`src/hw/rtl/lpht_pkg.sv`:
```
`default_nettype none
package lpht_pkg;

    localparam logic [31:0] FNV_BASIS = 32'd2166136261;
    localparam logic [31:0] FNV_PRIME = 32'd16777619;
    localparam int          OCC_W     = 11;
    localparam int          LIMIT_W   = 10;

    typedef enum logic [1:0] {
        CMD_INSTALL = 2'd0,
        CMD_LOOKUP  = 2'd1,
        CMD_DELETE  = 2'd2,
        CMD_IGNORE  = 2'd3
    } t_cmd;

    typedef enum logic [1:0] {
        TAG_EMPTY = 2'd0,
        TAG_LIVE  = 2'd1,
        TAG_TOMB  = 2'd2
    } t_tag;

    typedef enum logic [1:0] {
        FIND_MATCH,
        FIND_FREE,
        FIND_NONE
    } t_find;

    typedef enum logic [1:0] {
        F_IDLE,
        F_HASH,
        F_PUSH
    } t_fstate;

    typedef enum logic [2:0] {
        B_CLEAR,
        B_IDLE,
        B_ADDR,
        B_CHECK,
        B_COMMIT
    } t_bstate;

    typedef struct packed {
        t_cmd        command;
        logic [63:0] key_bytes;
        logic [3:0]  key_length;
        logic [31:0] value;
    } t_req;

    typedef struct packed {
        logic        hit;
        logic [31:0] read_value;
        logic        table_full;
        logic        key_refused;
    } t_rsp;

    // classified transaction handed from front to back
    typedef struct packed {
        t_cmd        command;
        logic [63:0] key;
        logic [3:0]  key_length;
        logic [31:0] value;
        logic [31:0] hash;
        logic        refused;
    } t_job;

    typedef struct packed {
        logic [63:0] key;
        logic [3:0]  key_length;
        logic [31:0] value;
    } t_slot;

endpackage
`default_nettype wire

```
`src/hw/rtl/lpht_front.sv`:
```
`default_nettype none
module lpht_front
    import lpht_pkg::*;
#(
    parameter int KEY_BYTES = 8
) (
    input  wire logic i_clk,
    input  wire logic i_rst_n,
    input  wire logic i_start,
    input  wire t_req i_req,
    output logic      o_busy,
    output logic      o_push,
    output t_job      o_job,
    input  wire logic i_full
);

    t_fstate     r_state, n_state;
    t_job        r_job, n_job;
    logic [2:0]  r_idx, n_idx;
    logic [3:0]  len_c;
    logic [63:0] key_m;
    logic [31:0] mix;
    logic [63:0] prod;

    always_comb begin
        len_c = (i_req.key_length > 4'(KEY_BYTES)) ? 4'(KEY_BYTES) : i_req.key_length;
        for (int b = 0; b < 8; b++) begin
            key_m[8*b +: 8] = (4'(b) < len_c) ? i_req.key_bytes[8*b +: 8] : 8'd0;
        end
        mix  = r_job.hash ^ {24'd0, r_job.key[{r_idx, 3'd0} +: 8]};
        prod = mix * FNV_PRIME;
    end

    always_comb begin
        n_state = r_state;
        n_job   = r_job;
        n_idx   = r_idx;
        o_push  = 1'b0;
        unique case (r_state)
            F_IDLE: begin
                if (i_start) begin
                    n_job.command    = i_req.command;
                    n_job.key        = key_m;
                    n_job.key_length = len_c;
                    n_job.value      = i_req.value;
                    n_job.hash       = FNV_BASIS;
                    n_job.refused    = (len_c == 4'd0);
                    n_idx            = 3'd0;
                    if (len_c == 4'd0 || i_req.command == CMD_IGNORE) begin
                        n_state = F_PUSH;
                    end else begin
                        n_state = F_HASH;
                    end
                end
            end
            F_HASH: begin
                n_job.hash = prod[31:0];
                n_idx      = r_idx + 3'd1;
                if ({1'b0, r_idx} == r_job.key_length - 4'd1) begin
                    n_state = F_PUSH;
                end
            end
            F_PUSH: begin
                if (!i_full) begin
                    o_push  = 1'b1;
                    n_state = F_IDLE;
                end
            end
            default: n_state = F_IDLE;
        endcase
    end

    always_ff @(posedge i_clk) begin
        if (!i_rst_n) begin
            r_state <= F_IDLE;
            r_idx   <= 3'd0;
        end else begin
            r_state <= n_state;
            r_idx   <= n_idx;
        end
        r_job <= n_job;
    end

    assign o_busy = (r_state != F_IDLE);
    assign o_job  = r_job;

endmodule
`default_nettype wire

```
`config.mk`:
```
export PLATFORM = sky130hd
export DESIGN_NAME = lpht_front
export DESIGN_NICKNAME = d
export VERILOG_FILES = /design/src/hw/rtl/lpht_pkg.sv /design/src/hw/rtl/lpht_front.sv
export SDC_FILE = /design/constraint.sdc
export NUM_CORES = 1
export LEC_CHECK = 0
export ABC_AREA = 0
export BUFFER_PORTS_ARGS = -buffer_cell sky130_fd_sc_hd__buf_2
export CORE_AREA = 2 2 146 148
export CTS_BUF_LIST = sky130_fd_sc_hd__clkbuf_4 sky130_fd_sc_hd__clkbuf_8 sky130_fd_sc_hd__clkbuf_16
export DETAILED_ROUTE_END_ITERATION = 10
export DIE_AREA = 0 0 148 150
export GPL_TIMING_DRIVEN = 0
export PLACE_DENSITY = 0.81
export SKIP_LAST_GASP = 1
export SYNTH_ARGS = -nofsm -noshare
export SYNTH_HDL_FRONTEND = slang
export SYNTH_SLANG_ARGS = --single-unit
```
`constraint.sdc`:
```
create_clock -name i_clk -period 7.3 [get_ports i_clk]
set_input_delay 1.46 -clock i_clk [delete_from_list [all_inputs] [get_ports i_clk]]
set_output_delay 1.46 -clock i_clk [all_outputs]
set_load 0.05 [all_outputs]
```
## Word level (Yosys, flattened, before mapping)

Cells that the tools add are included.

- Output and inout bits: 137
- Word-level logic and storage cells: 56
- Bits in registers: 140

- $mul: 1
- $lt $le $gt $ge: 9
- Add/sub/neg operators: 2
- Shifts and indexed selects: 1
- Bitwise operators: 1
- Equal/unequal tests: 7
- Reduce and logical (&&, ||, !) cells: 8
- Muxes and demuxes: 12

Operators with widths:

| kind | number |
|---|---|
| $pmux W32 S2 | 1 |
| $shiftx A64 B7 Y8 | 1 |
| $mux W33 | 1 |
| $mul A32 B25 Y32 const B | 1 |
| $xor A32 B8 Y32 | 1 |
| $lt A3 B4 Y1 const A | 4 |
| $lt A1 B4 Y1 const A | 2 |
| $lt A2 B4 Y1 const A | 2 |
| $mux W2 | 4 |
| $ne A2 B2 Y1 const B | 3 |
| $pmux W2 S3 | 1 |
| $pmux W3 S2 | 1 |
| $eq A2 B2 Y1 const B | 2 |
| $eq A3 B4 Y1 | 1 |
| $gt A4 B4 Y1 const B | 1 |
| $logic_not A4 Y1 | 1 |
| $mux W4 | 1 |
| $reduce_and A2 Y1 | 2 |
| $reduce_bool A2 Y1 | 2 |
| $sub A4 B1 Y4 const B | 1 |
| $add A3 B1 Y3 const B | 1 |
| $mux W3 | 1 |
| $reduce_and A3 Y1 | 1 |
| $eq A2 B1 Y1 const B | 1 |
| 3 further kinds | 4 |

## Depth between registers and ports, before layout

- Depth after elaboration: 7
- Gate-level depth with buffers: 23
- Depth with buffers taken out: 21

## Worst setup path before layout

Ideal clock, no wire load.

- Path type: input-to-reg
- From: in i_start
- To: reg r_job, in the netlist o_job[0] (enable)
- Arrival time: 5.765 ns
- Buffers on the path: 0
- Stages: 2
- Slack: 0.968 ns
- Path through: inv_1 -> nor2_1

- Cells in the longest elaborated chain, start to end: 1

Ends and longest elaborated chain:

| element | RTL line | RTL |
|---|---|---|
| start: declaration | lpht_front.sv:9 | `input wire logic i_start,` |
| $reduce_and A2 Y1 (no line) | - |  |
| end signal: assignment | lpht_front.sv:81 | `r_job <= n_job;` |
| end: declaration | lpht_front.sv:18 | `t_job r_job, n_job;` |

No other way between the ends.
A chain may end at the register's enable or synchronous reset.

==> impl_results.md <==
- Root Driver: clkbuf_16
- Syn Nets: 1,344
- Worst-Margin Slew: 1.14 ns
- Most numerous cell in the Yosys netlist: inv_1
- Mean Syn Cell Area: 11.6 um^2
- Share of flip-flops with an asynchronous set or reset: 0%
- Clock-pin slew on the worst setup and hold paths: 0.07 ns
- Crit path capture type: flop
- Worst setup path startpoint: r_idx[0]
- Worst setup margin: 0.253 ns
- CP Class: flop to flop
- Iter 0 DRT Violations: 458
- FF-to-FF End: o_job[29]
- Synth area leader: edfxtp_1
- Cell variety after synth: 58
- WL/cell: 18.7 um
- Outcome: finished, final reports clean
- Setup violations, final: 0
- Skew-Pair Late Insertion Delay: 0.43 ns
- Sequential area share after synthesis: 36.5%
- Vias in the first global route: 8,563
- Routed vias/inst: 5.30
- DRC viols: 0
- Final hold vios: 0
- Ant. Diodes: 0
- Startpoint Class: flop
- Initial antenna violation count: 0
- Layout cell share with drive strength beyond 1: 23.5%
- Worst EP arrival: 7.20 ns
- Area Overhead vs Synth: 19.8%
- Slew HR: 23.2%
- Number of synthesized register bits: 140
- Setup slack, reg-to-reg: 0.25 ns
- CP max FO: 19
- Reg-to-Reg Start: r_idx[0]
- NumNets Final: 1,606
- Die height: 150 um
- R2r worst-path depth: 21
- Via count: 8,099
- Routed wire length: 28.5 mm
- First-pass GRT wire length: 44.2 mm
- YS warnings: 0
- TritonCTS sink count: 140
- Top area cells in the synthesized netlist: edfxtp_1 36%, ha_1 20%, fa_1 13%
- Tmin final: 7.05 ns
- Core Box Area: 20,700 um^2
- Syn Inst Count: 978
- Routability cong.: 0.919
- Core Util, Final: 65.9%
- Number of synthesized flops with an enable pin: 135
- Post-DP HPWL: 23.0 mm
- DR pass1 iterations: 5
- Synth top area share: 35.6%
- Commonest cells in the netlist: 215 x inv_1, 186 x ha_1, 135 x edfxtp_1
- Ys flop type: edfxtp_1
- Hold_sp: r_state[1]
- Post-CTS Setup Repair Bufs: 0
- Maxcap violations: 0
- Hold path cells: 2
- Gr usage total: 26.4%
- IO Count: 243
- Finished layout cell area: 13,600 um^2
- Placed inst area: 13,000 um^2
- Fin crit share: 96.5%
- GRT overflow: 0
- Worst hold path type: flop to flop
- Hold_buf cts: 0
- Row cnt: 53
- Clock buffer count from CTS: 17
- Die footprint: 22,200 um^2
- IO buf count: 241
- Cell Area, Synth: 11,400 um^2
- Initial Utilization: 55.0%
- Max Root-Sink Buffers: 2
- Worst clock skew: 0.0147 ns
- Setup WS pre-CTS: 0.0573 ns
- DRT antenna net count: 0
- Pin count of the biggest net entering global routing: 38
- CTS H-tree lvls: 4
- Achievable Freq: 142 MHz
- TritonCTS clock tree: done
- Die Width: 148 um
- CP required: 7.46 ns
- Worst Hold Endpoint: r_state[1]
- Max Slew Vio Count: 0
-- placed cells by master, fill, tap and decap left out, types with 22 or more instances in the layout --
cell type,instances
nor2b_1,45
nand2_1,24
and2_1,31
a21oi_1,27
fa_1,74
inv_1,215
edfxtp_1,135
nor2_1,31
o21ai_0,22
xnor2_1,30
ha_1,186
buf_2,242
-- what timing repair did --
item | 4_1_cts | 5_1_grt
setup endpoints to repair | 0 | 6
hold endpoints to repair | 0 | 0
gates resized for setup | 0 | 4
-- area by class of cell --
type	count	area [um^2]
clock buffers	17	425
plain buffers	13	66.3
multi-input cells	609	6370
inverters	215	807
clock inverters	15	198
fillers	1561	7050
well taps	275	344
flip-flops and latches	140	4150
repair buffers	244	1270
-- cells by family (layout without fill, tap and decap cells) --
family,after synthesis,after routing,share of synthesized area (%)
multiplexers,26,26,4.45
XOR/XNOR,49,49,3.83
adder cells (fa/ha/maj),260,260,33.4
AND/OR/NAND/NOR,173,173,8.35
AO/OA/AOI/OAI,101,101,5.74
buffers and inverters,229,504,7.70
flip-flops,140,140,36.5
-- per-stage QoR --
step / std cells / hold slack (ns) / TNS, ns
floorplan: 978 / 0.512 / 0
detailed placement: 1496 / 0.574 / 0
global placement: 1494 / 0.536 / -64.74
global route: 1528 / 0.610 / -0.0267
CTS: 1528 / 0.584 / 0
finish: 1528 / 0.584 / 0
-- registers in the layout (all words and copies together), names as in the netlist --
name     count
r_state      2
r_idx        3
o_job      135
-- routing by layer --
| metal | up-vias | global-route usage, % | part of all wire, % |
|---|---|---|---|
| li1 | 3830 | - | - |
| met1 | 3929 | 30.6 | 38 |
| met2 | 292 | 48.9 | 53 |
| met3 | 48 | 5.52 | 6.0 |
| met4 | 0 | 7.81 | 2.3 |
| met5 | - | 0 | 0 |
-- worst max-delay path by stage --
stage | to | slack, ns | depth (start not counted)
finish | o_job[29] | 0.25 | 21
global route | o_job[29] | -0.03 | 21
CTS | o_job[30] | 0.05 | 22
detailed placement | o_job[30] | 0.06 | 22
global placement | o_job[58] | -0.64 | 3
floorplan | o_job[0] | 0.97 | 2
-- critical path: stages, from the launching register on --
cell and delay [ns]:
dfxtp_1 0.40, buf_6 0.26, mux4_1 0.63, mux2i_1 0.32, xnor2_1 0.43, ha_1 0.36
ha_1 0.30, fa_1 0.44, ha_1 0.23, fa_1 0.50, ha_1 0.30, inv_1 0.05
fa_1 0.53, inv_1 0.04, ha_1 0.38, a21o_1 0.24, o21bai_1 0.16, a21oi_1 0.19
o211ai_2 0.20, a2111oi_1 0.56, or3_1 0.17, a21oi_1 0.06
Power is left out: the tool's default activity adds up to more than one toggle a clock period on the data nets, which glitch-free logic cannot reach.
