**config.mk**
```make
export PLATFORM = sky130hd
export DESIGN_NAME = lpht_queue
export DESIGN_NICKNAME = d
export VERILOG_FILES = /design/src/hw/rtl/lpht_pkg.sv /design/src/hw/rtl/lpht_queue.sv
export SDC_FILE = /design/constraint.sdc
export NUM_CORES = 1
export LEC_CHECK = 0
export BUFFER_PORTS_ARGS = -buffer_cell sky130_fd_sc_hd__buf_4
export CORE_MARGIN = 1
export CORE_UTILIZATION = 33
export CTS_BUF_LIST = sky130_fd_sc_hd__clkbuf_16
export DETAILED_ROUTE_END_ITERATION = 12
export GPL_ROUTABILITY_DRIVEN = 1
export PLACE_DENSITY_LB_ADDON = 0.05
export SLEW_MARGIN = 15
export SYNTH_ARGS = -nofsm -noshare
export SYNTH_HDL_FRONTEND = slang
export SYNTH_SLANG_ARGS = --single-unit
```
**constraint.sdc**
```tcl
create_clock -name i_clk -period 11.35 [get_ports i_clk]
set_clock_uncertainty 0.2 [all_clocks]
set_input_delay 1.7025 -clock i_clk [delete_from_list [all_inputs] [get_ports i_clk]]
set_output_delay 1.7025 -clock i_clk [all_outputs]
set_load 0.01 [all_outputs]
```
**src/hw/rtl/lpht_pkg.sv**
```systemverilog
`default_nettype none
package lpht_pkg;

    localparam logic [31:0] FNV_BASIS = 32'd2166136261;
    localparam logic [31:0] FNV_PRIME = 32'd16777619;
    localparam int          OCC_W     = 11;
    localparam int          LIMIT_W   = 10;

    typedef enum logic [1:0] {
        CMD_INSTALL = 2'd0,
        CMD_LOOKUP  = 2'd1,
        CMD_DELETE  = 2'd2,
        CMD_IGNORE  = 2'd3
    } t_cmd;

    typedef enum logic [1:0] {
        TAG_EMPTY = 2'd0,
        TAG_LIVE  = 2'd1,
        TAG_TOMB  = 2'd2
    } t_tag;

    typedef enum logic [1:0] {
        FIND_MATCH,
        FIND_FREE,
        FIND_NONE
    } t_find;

    typedef enum logic [1:0] {
        F_IDLE,
        F_HASH,
        F_PUSH
    } t_fstate;

    typedef enum logic [2:0] {
        B_CLEAR,
        B_IDLE,
        B_ADDR,
        B_CHECK,
        B_COMMIT
    } t_bstate;

    typedef struct packed {
        t_cmd        command;
        logic [63:0] key_bytes;
        logic [3:0]  key_length;
        logic [31:0] value;
    } t_req;

    typedef struct packed {
        logic        hit;
        logic [31:0] read_value;
        logic        table_full;
        logic        key_refused;
    } t_rsp;

    // classified transaction handed from front to back
    typedef struct packed {
        t_cmd        command;
        logic [63:0] key;
        logic [3:0]  key_length;
        logic [31:0] value;
        logic [31:0] hash;
        logic        refused;
    } t_job;

    typedef struct packed {
        logic [63:0] key;
        logic [3:0]  key_length;
        logic [31:0] value;
    } t_slot;

endpackage
`default_nettype wire

```
**src/hw/rtl/lpht_queue.sv**
```systemverilog
`default_nettype none
module lpht_queue
    import lpht_pkg::*;
(
    input  wire logic i_clk,
    input  wire logic i_rst_n,
    input  wire logic i_push,
    input  wire t_job i_job,
    output logic      o_full,
    output logic      o_valid,
    output t_job      o_job,
    input  wire logic i_pop
);

    // two-entry ring
    t_job       r_mem [2];
    logic       r_wp, r_rp;
    logic [1:0] r_cnt;

    always_ff @(posedge i_clk) begin
        if (!i_rst_n) begin
            r_wp  <= 1'b0;
            r_rp  <= 1'b0;
            r_cnt <= 2'd0;
        end else begin
            if (i_push) r_wp <= ~r_wp;
            if (i_pop)  r_rp <= ~r_rp;
            r_cnt <= r_cnt + {1'b0, i_push} - {1'b0, i_pop};
        end
        if (i_push) r_mem[r_wp] <= i_job;
    end

    assign o_full  = (r_cnt == 2'd2);
    assign o_valid = (r_cnt != 2'd0);
    assign o_job   = r_mem[r_rp];

endmodule
`default_nettype wire

```
======== Yosys cells after proc, flatten, opt, wreduce, memory -nomap -nowiden ========
Memory sizes are Yosys's and may differ from the RTL's. A register that Yosys moved wholly into a read port is not among the register bits.
Cells that the tools add are included.
word-level totals
  output and inout bits ................... 137
  bits in writable memories ............... 270
  bits in latches ......................... 0
  logic and storage cells ................. 14
  bits in read-only memories .............. 0
  memories ................................ 1
  bits in registers ....................... 4
memory list
  memory  words  bits a word  read ports  clocked after memory_dff  write ports  line              source
  r_mem   2      135          1           1                         1            lpht_queue.sv:16  t_job r_mem [2];
cells by class
  magnitude comparators ................... 0
  multiply operators ...................... 0
  eq/ne operators ......................... 1
  add/sub/neg operators ................... 2
  bitwise gates (word level) .............. 2
  shift operators ......................... 0
  div/mod/pow operators ................... 0
  reduce and logical (&&, ||, !) cells .... 1
  multiplexer cells ....................... 4
operators by type and width
  cell                                  count
  2-to-1 mux 1 bit                      4
  adder 2 x 1 -> 2 bit                  1
  == test 2 bit, second input constant  1
  inverter 1 bit                        2
  nonzero test 2 bit                    1
  subtractor 2 x 1 -> 2 bit             1

======== Logic depth before layout (Yosys ltp) ========
Gate-level depths: netlist of run 1.
  depth after elaboration ................. 3
  mapped depth ............................ 6

======== Worst setup path before layout of run 1 ========
Ideal clock, no wire load.
  path kind ............................... in2reg
  from .................................... input port i_push
  to ...................................... memory r_mem[0][0] in the netlist's numbering (enable)
  arrival ................................. 7.581 ns
  required time ........................... 10.503 ns
  buffers on the path ..................... 0
  stages on the path ...................... 1
  setup slack ............................. 2.922 ns
  cell sequence ........................... nor2b_1
on the way
  word-level cells in the longest chain between the ends .. 2
ends and longest elaborated chain
  item                                    line              source
  start, declared                         lpht_queue.sv:7   input wire logic i_push,
  2-to-1 mux 1 bit                        lpht_queue.sv:30  if (i_push) r_mem[r_wp] <= i_job;
  2-to-1 mux 1 bit (not written as such)  lpht_queue.sv:30
  end, declared                           lpht_queue.sv:16
Every way passes these cells.

==> report_table.html, run 1 <==
<table>
<tr><th>Metric</th><th>Value</th></tr>
<tr><th colspan="2">Floorplanning</th></tr>
<tr><td>Width of the die</td><td>177 um</td></tr>
<tr><td>Io pins</td><td>276</td></tr>
<tr><td>Vertical die dimension</td><td>177 um</td></tr>
<tr><td>Initial Util</td><td>33.9%</td></tr>
<tr><td>Row count</td><td>63</td></tr>
<tr><td>Area enclosed by the die boundary</td><td>0.0315 mm^2</td></tr>
<tr><td>Placeable core region</td><td>0.0300 mm^2</td></tr>
<tr><th colspan="2">Routing</th></tr>
<tr><td>Initial detailed-routing violation count</td><td>174</td></tr>
<tr><td>Routed WL per cell</td><td>18.1 um</td></tr>
<tr><td>Detail Route Antenna Nets</td><td>0</td></tr>
<tr><td>Total detailed-routing wirelength</td><td>20.9 mm</td></tr>
<tr><td>Count of unresolved DRC violations after routing</td><td>0</td></tr>
<tr><td>Router iterations before antenna repair</td><td>6</td></tr>
<tr><td>Avg Vias per Cell</td><td>4.38</td></tr>
<tr><td>Via count of the routed design</td><td>5034</td></tr>
<tr><th colspan="2">Global route</th></tr>
<tr><td>GR Util met1</td><td>14.8%</td></tr>
<tr><td>Overall fraction of global-route tracks in use</td><td>12.7%</td></tr>
<tr><td>Number of antenna violations at the first check in global routing</td><td>0</td></tr>
<tr><td>Vias in the first global route</td><td>5428</td></tr>
<tr><td>Grt peak-use layer</td><td>met2</td></tr>
<tr><td>M3 GR Usage</td><td>4.93%</td></tr>
<tr><td>Pin count of the biggest net entering global routing</td><td>77</td></tr>
<tr><td>Global route total overflow</td><td>0</td></tr>
<tr><td>First-pass GRT wire length</td><td>30.4 mm</td></tr>
<tr><td>Grt met2 use</td><td>21.5%</td></tr>
<tr><th colspan="2">Synth</th></tr>
<tr><td>Post-Syn Area</td><td>0.0102 mm^2</td></tr>
<tr><td>Part of the Yosys area used for sequential elements</td><td>80.8%</td></tr>
<tr><td>Net count of the mapped netlist</td><td>582</td></tr>
<tr><td>Synthesized instance count</td><td>441</td></tr>
<tr><td>Synth cell types</td><td>14</td></tr>
<tr><td>Number of synthesized register bits</td><td>275</td></tr>
<tr><td>Warnings from Yosys</td><td>0</td></tr>
<tr><td>Syn avg cell area</td><td>23.0 um^2</td></tr>
<tr><th colspan="2">Setup path</th></tr>
<tr><td>Sort of element at the end of the critical path</td><td>output port</td></tr>
<tr><td>Data arrival time of the worst path</td><td>3.19 ns</td></tr>
<tr><td>Kind of launch point of the worst setup path</td><td>flop</td></tr>
<tr><td>Data required time at the worst endpoint</td><td>9.45 ns</td></tr>
<tr><td>Classification of the worst setup path</td><td>flop to output port</td></tr>
<tr><td>Crit Path Max Fanout</td><td>76</td></tr>
<tr><th colspan="2">STA</th></tr>
<tr><td>Max frequency</td><td>196 MHz</td></tr>
<tr><td>Tightest Pin Transition</td><td>1.12 ns</td></tr>
<tr><td>Final-report setup violation count</td><td>0</td></tr>
<tr><td>Min cycle time layout</td><td>5.09 ns</td></tr>
<tr><td>Setup TNS after final layout</td><td>0 ns</td></tr>
<tr><td>Final Hold Violating Endpoints</td><td>0</td></tr>
<tr><td>Max-slew violations</td><td>0</td></tr>
<tr><td>Period Utilization, post-route</td><td>44.9%</td></tr>
<tr><td>RSZ-0062 raised after global routing</td><td>no</td></tr>
<tr><td>Worst max-slew margin expressed relative to the limit</td><td>25.3%</td></tr>
<tr><th colspan="2">CTS</th></tr>
<tr><td>Number of levels the H-tree was split into</td><td>1</td></tr>
<tr><td>Post-CTS Resized</td><td>0</td></tr>
<tr><td>Number of hold-repair buffers added at the cts stage</td><td>0</td></tr>
<tr><td>Number of post-CTS setup repair buffers</td><td>0</td></tr>
<tr><td>CTS Buf Count</td><td>30</td></tr>
<tr><td>Insertion delay to the later sink of the worst-skew pair</td><td>0.54 ns</td></tr>
<tr><td>Register clock-pin slew on the reported worst setup and hold paths</td><td>0.06 ns</td></tr>
<tr><td>Clock buffer depth</td><td>3</td></tr>
<tr><td>Number of sinks driven by the clock tree</td><td>275</td></tr>
<tr><td>Cell at the root of the clock tree</td><td>clkbuf_16</td></tr>
<tr><td>CTS tree</td><td>yes</td></tr>
<tr><th colspan="2">Final layout</th></tr>
<tr><td>Fillcell total</td><td>2679</td></tr>
<tr><td>Multi-input combinational cell area</td><td>0.00184 mm^2</td></tr>
<tr><td>Most frequent cells in the layout</td><td>buf_4, edfxtp_1, mux2_2</td></tr>
<tr><td>Post-Layout Inst Area</td><td>0.0135 mm^2</td></tr>
<tr><td>Layout cells sized above 1</td><td>59.6%</td></tr>
<tr><td>Register cell area after layout</td><td>0.00821 mm^2</td></tr>
<tr><td>Area overhead of the layout relative to synthesis</td><td>32.9%</td></tr>
<tr><td>Number of nets in the layout</td><td>878</td></tr>
<tr><td>Most common cell after layout, fill and taps aside</td><td>buf_4</td></tr>
<tr><td># diodes</td><td>0</td></tr>
<tr><td>Utilization after layout</td><td>45.1%</td></tr>
<tr><th colspan="2">Pwr</th></tr>
<tr><td>Leak pwr</td><td>5.16 nW</td></tr>
<tr><td>Power per standard cell area</td><td>172 mW/mm^2</td></tr>
<tr><td>Overall power</td><td>2.32 mW</td></tr>
<tr><td>Max IR drop VDD</td><td>0.121 mV</td></tr>
<tr><th colspan="2">Placed design</th></tr>
<tr><td>Global placement routability congestion</td><td>0.709</td></tr>
<tr><td>DPL Wire Length</td><td>13.5 mm</td></tr>
<tr><td>Port bufs</td><td>275</td></tr>
<tr><td>Post-DP Area</td><td>0.0126 mm^2</td></tr>
<tr><th colspan="2">Min path</th></tr>
<tr><td>Type of the tightest min-delay check</td><td>flop to flop</td></tr>
<tr><th colspan="2">Status</th></tr>
<tr><td>Run status</td><td>finished clean</td></tr>
<tr><th colspan="2">Job</th></tr>
<tr><td>Number of maximum-capacitance constraint violations</td><td>0</td></tr>
</table>
[path summary, 6_finish.rpt]
kind,cells after the start,end,startpoint,slack [ns]
setup / recovery,3,o_job[11],flop,6.26
hold / removal,2,flop,r_rp$_SDFFE_PN0P_,0.38
setup reg to reg,2,r_mem[1][50]$_DFFE_PP_,r_wp$_SDFFE_PN0P_,8.58
hold reg to reg,2,flop,r_rp$_SDFFE_PN0P_,0.38
[through the flow]
step                worst slack, ns  cells  hold WS [ns]
floorplan                      2.92    441         0.355
global placement               6.74   1095         0.365
detailed placement             6.68   1095         0.369
CTS                            6.09   1150         0.382
global route                   6.00   1150         0.411
finish                         6.26   1150         0.380
[power by group]
| part | internal, mW | leakage (nW) | switching, mW |
|---|---|---|---|
| combinational | 0.159 | 2.11 | 0.117 |
| sequential | 1.18 | 2.58 | 0.0233 |
| clock | 0.486 | 0.478 | 0.363 |
[cell families (layout without fill, tap and decap cells)]
| kind of cell | Yosys count | count (layout) | share of synthesized area, % |
|---|---|---|---|
| multiplexers | 135 | 135 | 16.8 |
| XOR/XNOR | 2 | 2 | 0.308 |
| adder cells (fa/ha/maj) | 2 | 2 | 0.246 |
| flip-flops | 275 | 275 | 80.8 |
| buffers and inverters | 17 | 336 | 1.24 |
| AO/OA/AOI/OAI | 1 | 1 | 0.0739 |
| AND/OR/NAND/NOR | 9 | 9 | 0.554 |
[state kept, by name (all words and copies together), names as in the netlist, named ones only]
name and count:
r_rp 1, r_cnt 2, r_wp 1, r_mem 270
[synthesized netlist by cell type]
library cell | n | area [um^2]
and2_1 | 4 | 25.0
buf_2 | 8 | 40.0
buf_6 | 7 | 78.8
dfxtp_1 | 5 | 100
edfxtp_1 | 270 | 8110
ha_1 | 2 | 25.0
inv_1 | 2 | 7.51
mux2_2 | 85 | 957
mux2_4 | 50 | 751
nor2b_1 | 4 | 25.0
o21a_1 | 1 | 7.51
or2_2 | 1 | 6.26
xnor3_1 | 1 | 22.5
xor2_1 | 1 | 8.76
[worst max-delay path, cell delays in order (launching register included)]
cell     delay (ns)
dfxtp_4        1.04
buf_4          0.96
mux2_2         0.43
buf_4          0.14
[layer usage]
metal | vias to the layer above | routed length [um]
met5 | - | 0
met4 | 0 | 473
met3 | 35 | 1880
met2 | 187 | 10200
met1 | 2470 | 8270
li1 | 2342 | -
[cell type report]
type	count	share of cell area, %
inverters	2	0.0556
clock inverters	24	0.704
well taps	390	3.61
repair buffers	279	15.5
clock buffers	31	5.74
multi-input cells	149	13.6
flip-flops and latches	275	60.8
(Power assumes the default switching activity.)
==> inputs of run 2 (changes only) <==
==> constraint.sdc (replaced) <==
create_clock -name i_clk -period 4.4 [get_ports i_clk]
set_clock_uncertainty 0.2 [all_clocks]
set_input_delay 0.66 -clock i_clk [delete_from_list [all_inputs] [get_ports i_clk]]
set_output_delay 0.66 -clock i_clk [all_outputs]
set_load 0.01 [all_outputs]
==> run 2 against run 1 <==
Non-clock buffer count up 1. Sequential cell count unchanged. Clock-buffer cell count unchanged. Power rose to 2.7 times the previous value. Cell count up 0.17%. Via count down 0.34%. Largest power group unchanged. Highest routed layer is now met5.
==> report_table.html, run 2 (same netlist as run 1, synthesis figures left out) <==
<table>
<tr><th>Metric</th><th>Value</th></tr>
<tr><th colspan="2">CTS</th></tr>
<tr><td>Number of post-CTS setup repair buffers</td><td>0 (unchanged)</td></tr>
<tr><td>Cell at the root of the clock tree</td><td>clkbuf_16</td></tr>
<tr><td>Number of sinks driven by the clock tree</td><td>275 (unchanged)</td></tr>
<tr><td>Number of levels the H-tree was split into</td><td>1 (unchanged)</td></tr>
<tr><td>Number of hold-repair buffers added at the cts stage</td><td>0 (unchanged)</td></tr>
<tr><td>CTS Buf Count</td><td>31 (+3.3%)</td></tr>
<tr><td>Post-CTS Resized</td><td>0 (unchanged)</td></tr>
<tr><td>Clock buffer depth</td><td>3 (unchanged)</td></tr>
<tr><td>Register clock-pin slew on the reported worst setup and hold paths</td><td>0.06 ns (about the same)</td></tr>
<tr><td>Insertion delay to the later sink of the worst-skew pair</td><td>0.54 ns (about the same)</td></tr>
<tr><td>CTS tree</td><td>yes</td></tr>
<tr><th colspan="2">STA</th></tr>
<tr><td>Period Utilization, post-route</td><td>75.9%</td></tr>
<tr><td>Final-report setup violation count</td><td>0 (unchanged)</td></tr>
<tr><td>Max frequency</td><td>300 MHz</td></tr>
<tr><td>Post-route worst setup slack</td><td>1.06 ns (-5.19 ns)</td></tr>
<tr><td>Max-slew violations</td><td>0 (unchanged)</td></tr>
<tr><td>Worst max-slew margin expressed relative to the limit</td><td>41.0% (+16 points)</td></tr>
<tr><td>RSZ-0062 raised after global routing</td><td>no</td></tr>
<tr><td>Setup TNS after final layout</td><td>0 ns (unchanged)</td></tr>
<tr><td>Final Hold Violating Endpoints</td><td>0 (unchanged)</td></tr>
<tr><td>Hold slack final</td><td>0.101 ns (-0.279 ns)</td></tr>
<tr><td>Tightest Pin Transition</td><td>0.885 ns (-0.236 ns)</td></tr>
<tr><td>Min cycle time layout</td><td>3.34 ns</td></tr>
<tr><th colspan="2">Routing</th></tr>
<tr><td>Avg Vias per Cell</td><td>4.36 (-0.51%)</td></tr>
<tr><td>Total detailed-routing wirelength</td><td>21.3 mm (+2.0%)</td></tr>
<tr><td>WL met2</td><td>10.6 mm (+4.1%)</td></tr>
<tr><td>Initial detailed-routing violation count</td><td>207 (+19%)</td></tr>
<tr><td>Met3 Wirelength</td><td>1.93 mm (+2.4%)</td></tr>
<tr><td>Routed length on met1</td><td>8.27 mm (about the same)</td></tr>
<tr><td>Detail Route Antenna Nets</td><td>0 (unchanged)</td></tr>
<tr><td>Uppermost routed layer</td><td>met5</td></tr>
<tr><td>Routed WL per cell</td><td>18.5 um (+1.8%)</td></tr>
<tr><td>Via count of the routed design</td><td>5017 (-0.34%)</td></tr>
<tr><td>Count of unresolved DRC violations after routing</td><td>0 (unchanged)</td></tr>
<tr><td>Router iterations before antenna repair</td><td>4 (-2)</td></tr>
<tr><th colspan="2">Final layout</th></tr>
<tr><td>Most frequent cells in the layout</td><td>buf_4, edfxtp_1, mux2_2</td></tr>
<tr><td>Number of flip-flops under the largest register name</td><td>270 (unchanged)</td></tr>
<tr><td>Top reg by flops</td><td>r_mem</td></tr>
<tr><td>Number of nets in the layout</td><td>880 (+0.23%)</td></tr>
<tr><td># diodes</td><td>0 (unchanged)</td></tr>
<tr><td>Post-Layout Inst Area</td><td>0.0137 mm^2 (+1.4%)</td></tr>
<tr><td>Largest registers</td><td>r_mem x270, r_cnt x2</td></tr>
<tr><td>Number of non-filler instances in the completed layout</td><td>1152 (+0.17%)</td></tr>
<tr><td>Layout cells sized above 1</td><td>61.3% (+1.7 points)</td></tr>
<tr><td>Most common cell after layout, fill and taps aside</td><td>buf_4</td></tr>
<tr><td>Utilization after layout</td><td>45.7% (+0.61 points)</td></tr>
<tr><td>Area overhead of the layout relative to synthesis</td><td>34.8%</td></tr>
<tr><td>Fillcell total</td><td>2623 (-2.1%)</td></tr>
<tr><th colspan="2">Global route</th></tr>
<tr><td>Global route total overflow</td><td>0 (unchanged)</td></tr>
<tr><td>Overall fraction of global-route tracks in use</td><td>12.9% (+0.24 points)</td></tr>
<tr><td>Vias in the first global route</td><td>5279 (-2.7%)</td></tr>
<tr><td>First-pass GRT wire length</td><td>30.3 mm (-0.23%)</td></tr>
<tr><td>Pin count of the biggest net entering global routing</td><td>137 (+78%)</td></tr>
<tr><td>Number of antenna violations at the first check in global routing</td><td>1 (+1)</td></tr>
<tr><th colspan="2">Setup path</th></tr>
<tr><td>Kind of launch point of the worst setup path</td><td>flop</td></tr>
<tr><td>Data arrival time of the worst path</td><td>2.48 ns (-0.71 ns)</td></tr>
<tr><td>Sort of element at the end of the critical path</td><td>output port</td></tr>
<tr><td>Data required time at the worst endpoint</td><td>3.54 ns (-5.91 ns)</td></tr>
<tr><td>Crit Path Max Fanout</td><td>54 (-29%)</td></tr>
<tr><td>Classification of the worst setup path</td><td>flop to output port</td></tr>
<tr><th colspan="2">Min path</th></tr>
<tr><td>Type of the tightest min-delay check</td><td>input pin to flop</td></tr>
<tr><th colspan="2">Pwr</th></tr>
<tr><td>Leak pwr</td><td>5.21 nW (+0.86%)</td></tr>
<tr><td>Max IR drop VDD</td><td>0.291 mV (+140%)</td></tr>
<tr><td>Power per standard cell area</td><td>459 mW/mm^2 (+170%)</td></tr>
<tr><td>Overall power</td><td>6.28 mW (+170%)</td></tr>
<tr><th colspan="2">Floorplanning</th></tr>
<tr><td>Width of the die</td><td>177 um (unchanged)</td></tr>
<tr><td>Vertical die dimension</td><td>177 um (unchanged)</td></tr>
<tr><td>Row count</td><td>63 (unchanged)</td></tr>
<tr><td>Placeable core region</td><td>0.0300 mm^2 (unchanged)</td></tr>
<tr><td>Initial Util</td><td>33.9% (unchanged)</td></tr>
<tr><td>Area enclosed by the die boundary</td><td>0.0315 mm^2 (unchanged)</td></tr>
<tr><td>Io pins</td><td>276 (unchanged)</td></tr>
<tr><th colspan="2">Placed design</th></tr>
<tr><td>DPL Wire Length</td><td>13.9 mm (+3.5%)</td></tr>
<tr><td>Setup Slack @ Placement</td><td>1.59 ns (-5.09 ns)</td></tr>
<tr><td>Port bufs</td><td>275 (unchanged)</td></tr>
<tr><td>Instance count after placement with tap cells included</td><td>1096 (+0.091%)</td></tr>
<tr><td>Global placement routability congestion</td><td>0.720 (+1.6%)</td></tr>
<tr><td>Post-DP Area</td><td>0.0127 mm^2 (+0.46%)</td></tr>
<tr><th colspan="2">Job</th></tr>
<tr><td>Number of maximum-capacitance constraint violations</td><td>0 (unchanged)</td></tr>
<tr><th colspan="2">Status</th></tr>
<tr><td>Run status</td><td>finished clean</td></tr>
</table>
==> run 2: critical path, stage by stage (launching register included) <==
cell and delay, ns:
dfxtp_4 0.91, buf_12 0.40, mux2_2 0.39, buf_4 0.15
==> run 2: where the power goes <==
group	switching, mW	internal, mW	total [mW]	leakage [nW]
registers	0.0573	3.03	3.09	2.58
logic	0.307	0.415	0.722	2.13
clock network	0.966	1.51	2.47	0.502
==> run 2: area by class of cell <==
cell class	instances	area (um^2)	area share, %
clock buffers	31	776	5.66
clock inverters	25	221	1.62
inverters	2	7.51	0.0548
multi-input cells	149	1840	13.4
flip-flops and latches	275	8210	60.0
well taps	390	488	3.56
repair buffers	280	2150	15.7
==> run 2: worst paths after layout <==
kind / startpoint / to / slack (ns) / depth (start not counted)
setup / recovery: flop / o_job[17] / 1.06 / 3
hold / removal: i_job[33] / r_mem[0][33]$_DFFE_PP_ / 0.10 / 1
setup reg to reg: r_wp$_SDFFE_PN0P_ / r_mem[1][45]$_DFFE_PP_ / 2.29 / 2
hold reg to reg: r_rp$_SDFFE_PN0P_ / flop / 0.38 / 2
==> run 2: per-layer routing <==
layer | GRT usage, % | up-vias
li1 | - | 2345
met1 | 15.4 | 2454
met2 | 22.0 | 184
met3 | 4.61 | 32
met4 | 3.35 | 2
met5 | 0 | -
==> inputs of run 3 (changes only) <==
==> constraint.sdc (replaced) <==
create_clock -name i_clk -period 3 [get_ports i_clk]
set_clock_uncertainty 0.2 [all_clocks]
set_input_delay 0.45 -clock i_clk [delete_from_list [all_inputs] [get_ports i_clk]]
set_output_delay 0.45 -clock i_clk [all_outputs]
set_load 0.01 [all_outputs]
==> run 3 against run 2 <==
Critical path depth stayed put. Power is 46% higher. Design area is 9.9% higher. Global-route usage is 0.44 points higher. Worst setup slack worse by 0.72 ns. Critical endpoint is now o_job[82]. Largest cell class unchanged. Highest routed layer is now met4.
==> report_table.html, run 3 (same netlist as run 1, synthesis figures left out) <==
<table>
<tr><th>Metric</th><th>Value</th></tr>
<tr><th colspan="2">Final layout</th></tr>
<tr><td>Fillcell total</td><td>2558 (-2.5%)</td></tr>
<tr><td>Multi-input combinational cell area</td><td>0.00184 mm^2 (unchanged)</td></tr>
<tr><td>Number of flip-flops under the largest register name</td><td>270 (unchanged)</td></tr>
<tr><td># diodes</td><td>0 (unchanged)</td></tr>
<tr><td>Most common cell after layout, fill and taps aside</td><td>buf_4</td></tr>
<tr><td>Number of nets in the layout</td><td>1019 (+16%)</td></tr>
<tr><td>Number of non-filler instances in the completed layout</td><td>1292 (+12%)</td></tr>
<tr><td>Layout cells sized above 1</td><td>51.1% (-10 points)</td></tr>
<tr><td>Register cell area after layout</td><td>0.00821 mm^2 (unchanged)</td></tr>
<tr><td>Most frequent cells in the layout</td><td>buf_4, edfxtp_1, dlygate4sd3_1</td></tr>
<tr><td>Largest registers</td><td>r_mem x270, r_cnt x2</td></tr>
<tr><td>Area overhead of the layout relative to synthesis</td><td>48.1%</td></tr>
<tr><td>Top reg by flops</td><td>r_mem</td></tr>
<tr><th colspan="2">STA</th></tr>
<tr><td>Max frequency</td><td>376 MHz</td></tr>
<tr><td>Hold slack final</td><td>0.0408 ns (-0.0597 ns)</td></tr>
<tr><td>Final Hold Violating Endpoints</td><td>0 (unchanged)</td></tr>
<tr><td>Max-slew violations</td><td>0 (unchanged)</td></tr>
<tr><td>Worst max-slew margin expressed relative to the limit</td><td>63.3% (+22 points)</td></tr>
<tr><td>Min cycle time layout</td><td>2.66 ns</td></tr>
<tr><td>Post-route worst setup slack</td><td>0.338 ns (-0.724 ns)</td></tr>
<tr><td>RSZ-0062 raised after global routing</td><td>no</td></tr>
<tr><td>Period Utilization, post-route</td><td>88.7%</td></tr>
<tr><td>Final-report setup violation count</td><td>0 (unchanged)</td></tr>
<tr><td>Tightest Pin Transition</td><td>0.550 ns (-0.335 ns)</td></tr>
<tr><th colspan="2">Global route</th></tr>
<tr><td>Number of antenna violations at the first check in global routing</td><td>0 (-1)</td></tr>
<tr><td>Vias in the first global route</td><td>5970 (+13%)</td></tr>
<tr><td>Global route total overflow</td><td>0 (unchanged)</td></tr>
<tr><td>Pin count of the biggest net entering global routing</td><td>80 (-42%)</td></tr>
<tr><td>First-pass GRT wire length</td><td>32.4 mm (+6.8%)</td></tr>
<tr><td>Overall fraction of global-route tracks in use</td><td>13.3% (+0.44 points)</td></tr>
<tr><th colspan="2">Routing</th></tr>
<tr><td>Detail Route Antenna Nets</td><td>0 (unchanged)</td></tr>
<tr><td>Routed WL per cell</td><td>16.8 um (-9.3%)</td></tr>
<tr><td>Initial detailed-routing violation count</td><td>262 (+27%)</td></tr>
<tr><td>Via count of the routed design</td><td>5564 (+11%)</td></tr>
<tr><td>Avg Vias per Cell</td><td>4.31 (-1.1%)</td></tr>
<tr><td>Total detailed-routing wirelength</td><td>21.7 mm (+1.8%)</td></tr>
<tr><td>Count of unresolved DRC violations after routing</td><td>0 (unchanged)</td></tr>
<tr><td>Router iterations before antenna repair</td><td>4 (unchanged)</td></tr>
<tr><th colspan="2">CTS</th></tr>
<tr><td>Clock buffer depth</td><td>3 (unchanged)</td></tr>
<tr><td>CTS tree</td><td>yes</td></tr>
<tr><td>Number of levels the H-tree was split into</td><td>1 (unchanged)</td></tr>
<tr><td>Number of post-CTS setup repair buffers</td><td>0 (unchanged)</td></tr>
<tr><td>Number of sinks driven by the clock tree</td><td>275 (unchanged)</td></tr>
<tr><td>CTS Buf Count</td><td>31 (unchanged)</td></tr>
<tr><td>Insertion delay to the later sink of the worst-skew pair</td><td>0.54 ns (about the same)</td></tr>
<tr><td>Register clock-pin slew on the reported worst setup and hold paths</td><td>0.06 ns (about the same)</td></tr>
<tr><td>Cell at the root of the clock tree</td><td>clkbuf_16</td></tr>
<tr><th colspan="2">Setup path</th></tr>
<tr><td>Data required time at the worst endpoint</td><td>2.35 ns (-1.19 ns)</td></tr>
<tr><td>Cell with the largest stage delay on the worst path</td><td>dfxtp_4</td></tr>
<tr><td>Critical Path, Cell by Cell</td><td>buf_4 -&gt; mux2_2 -&gt; buf_4</td></tr>
<tr><td>Most frequent CP cell</td><td>buf_4</td></tr>
<tr><td>Sort of element at the end of the critical path</td><td>output port</td></tr>
<tr><td>Classification of the worst setup path</td><td>flop to output port</td></tr>
<tr><td>Kind of launch point of the worst setup path</td><td>flop</td></tr>
<tr><td>Critical Path Max Stage Delay</td><td>0.51 ns (-0.40 ns)</td></tr>
<tr><td>Data arrival time of the worst path</td><td>2.01 ns (-0.47 ns)</td></tr>
<tr><td>Crit Path Max Fanout</td><td>28 (-48%)</td></tr>
<tr><th colspan="2">Min path</th></tr>
<tr><td>Type of the tightest min-delay check</td><td>input pin to flop</td></tr>
<tr><th colspan="2">Pwr</th></tr>
<tr><td>Overall power</td><td>9.20 mW (+46%)</td></tr>
<tr><td>Max IR drop VDD</td><td>0.420 mV (+44%)</td></tr>
<tr><td>Power per standard cell area</td><td>611 mW/mm^2 (+33%)</td></tr>
<tr><td>Leak pwr</td><td>5.78 nW (+11%)</td></tr>
<tr><th colspan="2">Floorplanning</th></tr>
<tr><td>Vertical die dimension</td><td>177 um (unchanged)</td></tr>
<tr><td>Width of the die</td><td>177 um (unchanged)</td></tr>
<tr><td>Placeable core region</td><td>0.0300 mm^2 (unchanged)</td></tr>
<tr><td>Initial Util</td><td>33.9% (unchanged)</td></tr>
<tr><td>Io pins</td><td>276 (unchanged)</td></tr>
<tr><td>Row count</td><td>63 (unchanged)</td></tr>
<tr><td>Area enclosed by the die boundary</td><td>0.0315 mm^2 (unchanged)</td></tr>
<tr><th colspan="2">Placed design</th></tr>
<tr><td>Instance count after placement with tap cells included</td><td>1099 (+0.27%)</td></tr>
<tr><td>DPL Wire Length</td><td>13.8 mm (-1.0%)</td></tr>
<tr><td>Global placement routability congestion</td><td>0.699 (-2.9%)</td></tr>
<tr><td>Setup Slack @ Placement</td><td>0.870 ns (-0.717 ns)</td></tr>
<tr><td>Port bufs</td><td>275 (unchanged)</td></tr>
<tr><th colspan="2">Job</th></tr>
<tr><td>Number of maximum-capacitance constraint violations</td><td>0 (unchanged)</td></tr>
<tr><th colspan="2">Status</th></tr>
<tr><td>Run status</td><td>finished clean</td></tr>
</table>
-- run 3: area by class of cell --
type	instances	share of cell area [%]
flip-flops and latches	275	54.6
repair buffers	419	23.7
multi-input cells	149	12.2
clock buffers	31	5.16
well taps	390	3.24
clock inverters	26	1.09
inverters	2	0.0499
-- run 3: worst max-delay path, delay by kind of cell (launching register included) --
kind	cells	cell delay [ns]
DFF	1	0.51
buffers and inverters	2	0.55
muxes	1	0.39
-- run 3: power breakdown --
part | switching (mW) | internal [mW] | total [mW] | leakage [nW]
logic | 0.514 | 0.733 | 1.25 | 2.72
registers | 0.0558 | 4.45 | 4.50 | 2.58
clock network | 1.42 | 2.03 | 3.45 | 0.485
total | 1.99 | 7.21 | 9.20 | 5.78
-- run 3: worst paths after layout --
kind	cells after the start	startpoint	endpoint	slack (ns)
max reg2reg	2	r_wp$_SDFFE_PN0P_	r_mem[0][105]$_DFFE_PP_	1.22
min	3	i_pop	flop	0.04
min reg2reg	2	r_rp$_SDFFE_PN0P_	flop	0.38
max	3	flop	o_job[82]	0.34
-- run 3: per-layer routing --
layer	global-route usage, %	share of wire (%)
met5	0	0
met4	3.70	2.3
met3	4.46	8.4
met2	22.8	49
met1	16.0	40
-- run 3: metrics by stage --
step | setup TNS, ns | utilization [%] | area [um^2]
after floorplan | -16.38 | - | 10200
after global placement | 0 | 42.5 | 12700
after detailed placement | 0 | 42.5 | 12700
after CTS | 0 | 50.2 | 15000
after global routing | 0 | 50.2 | 15000
final | 0 | 50.2 | 15000
-- run 3: repair_timing --
action                    in CTS  in global routing
hold buffers                 136                  0
hold endpoints to repair     275                  0
resized for setup              0                  0
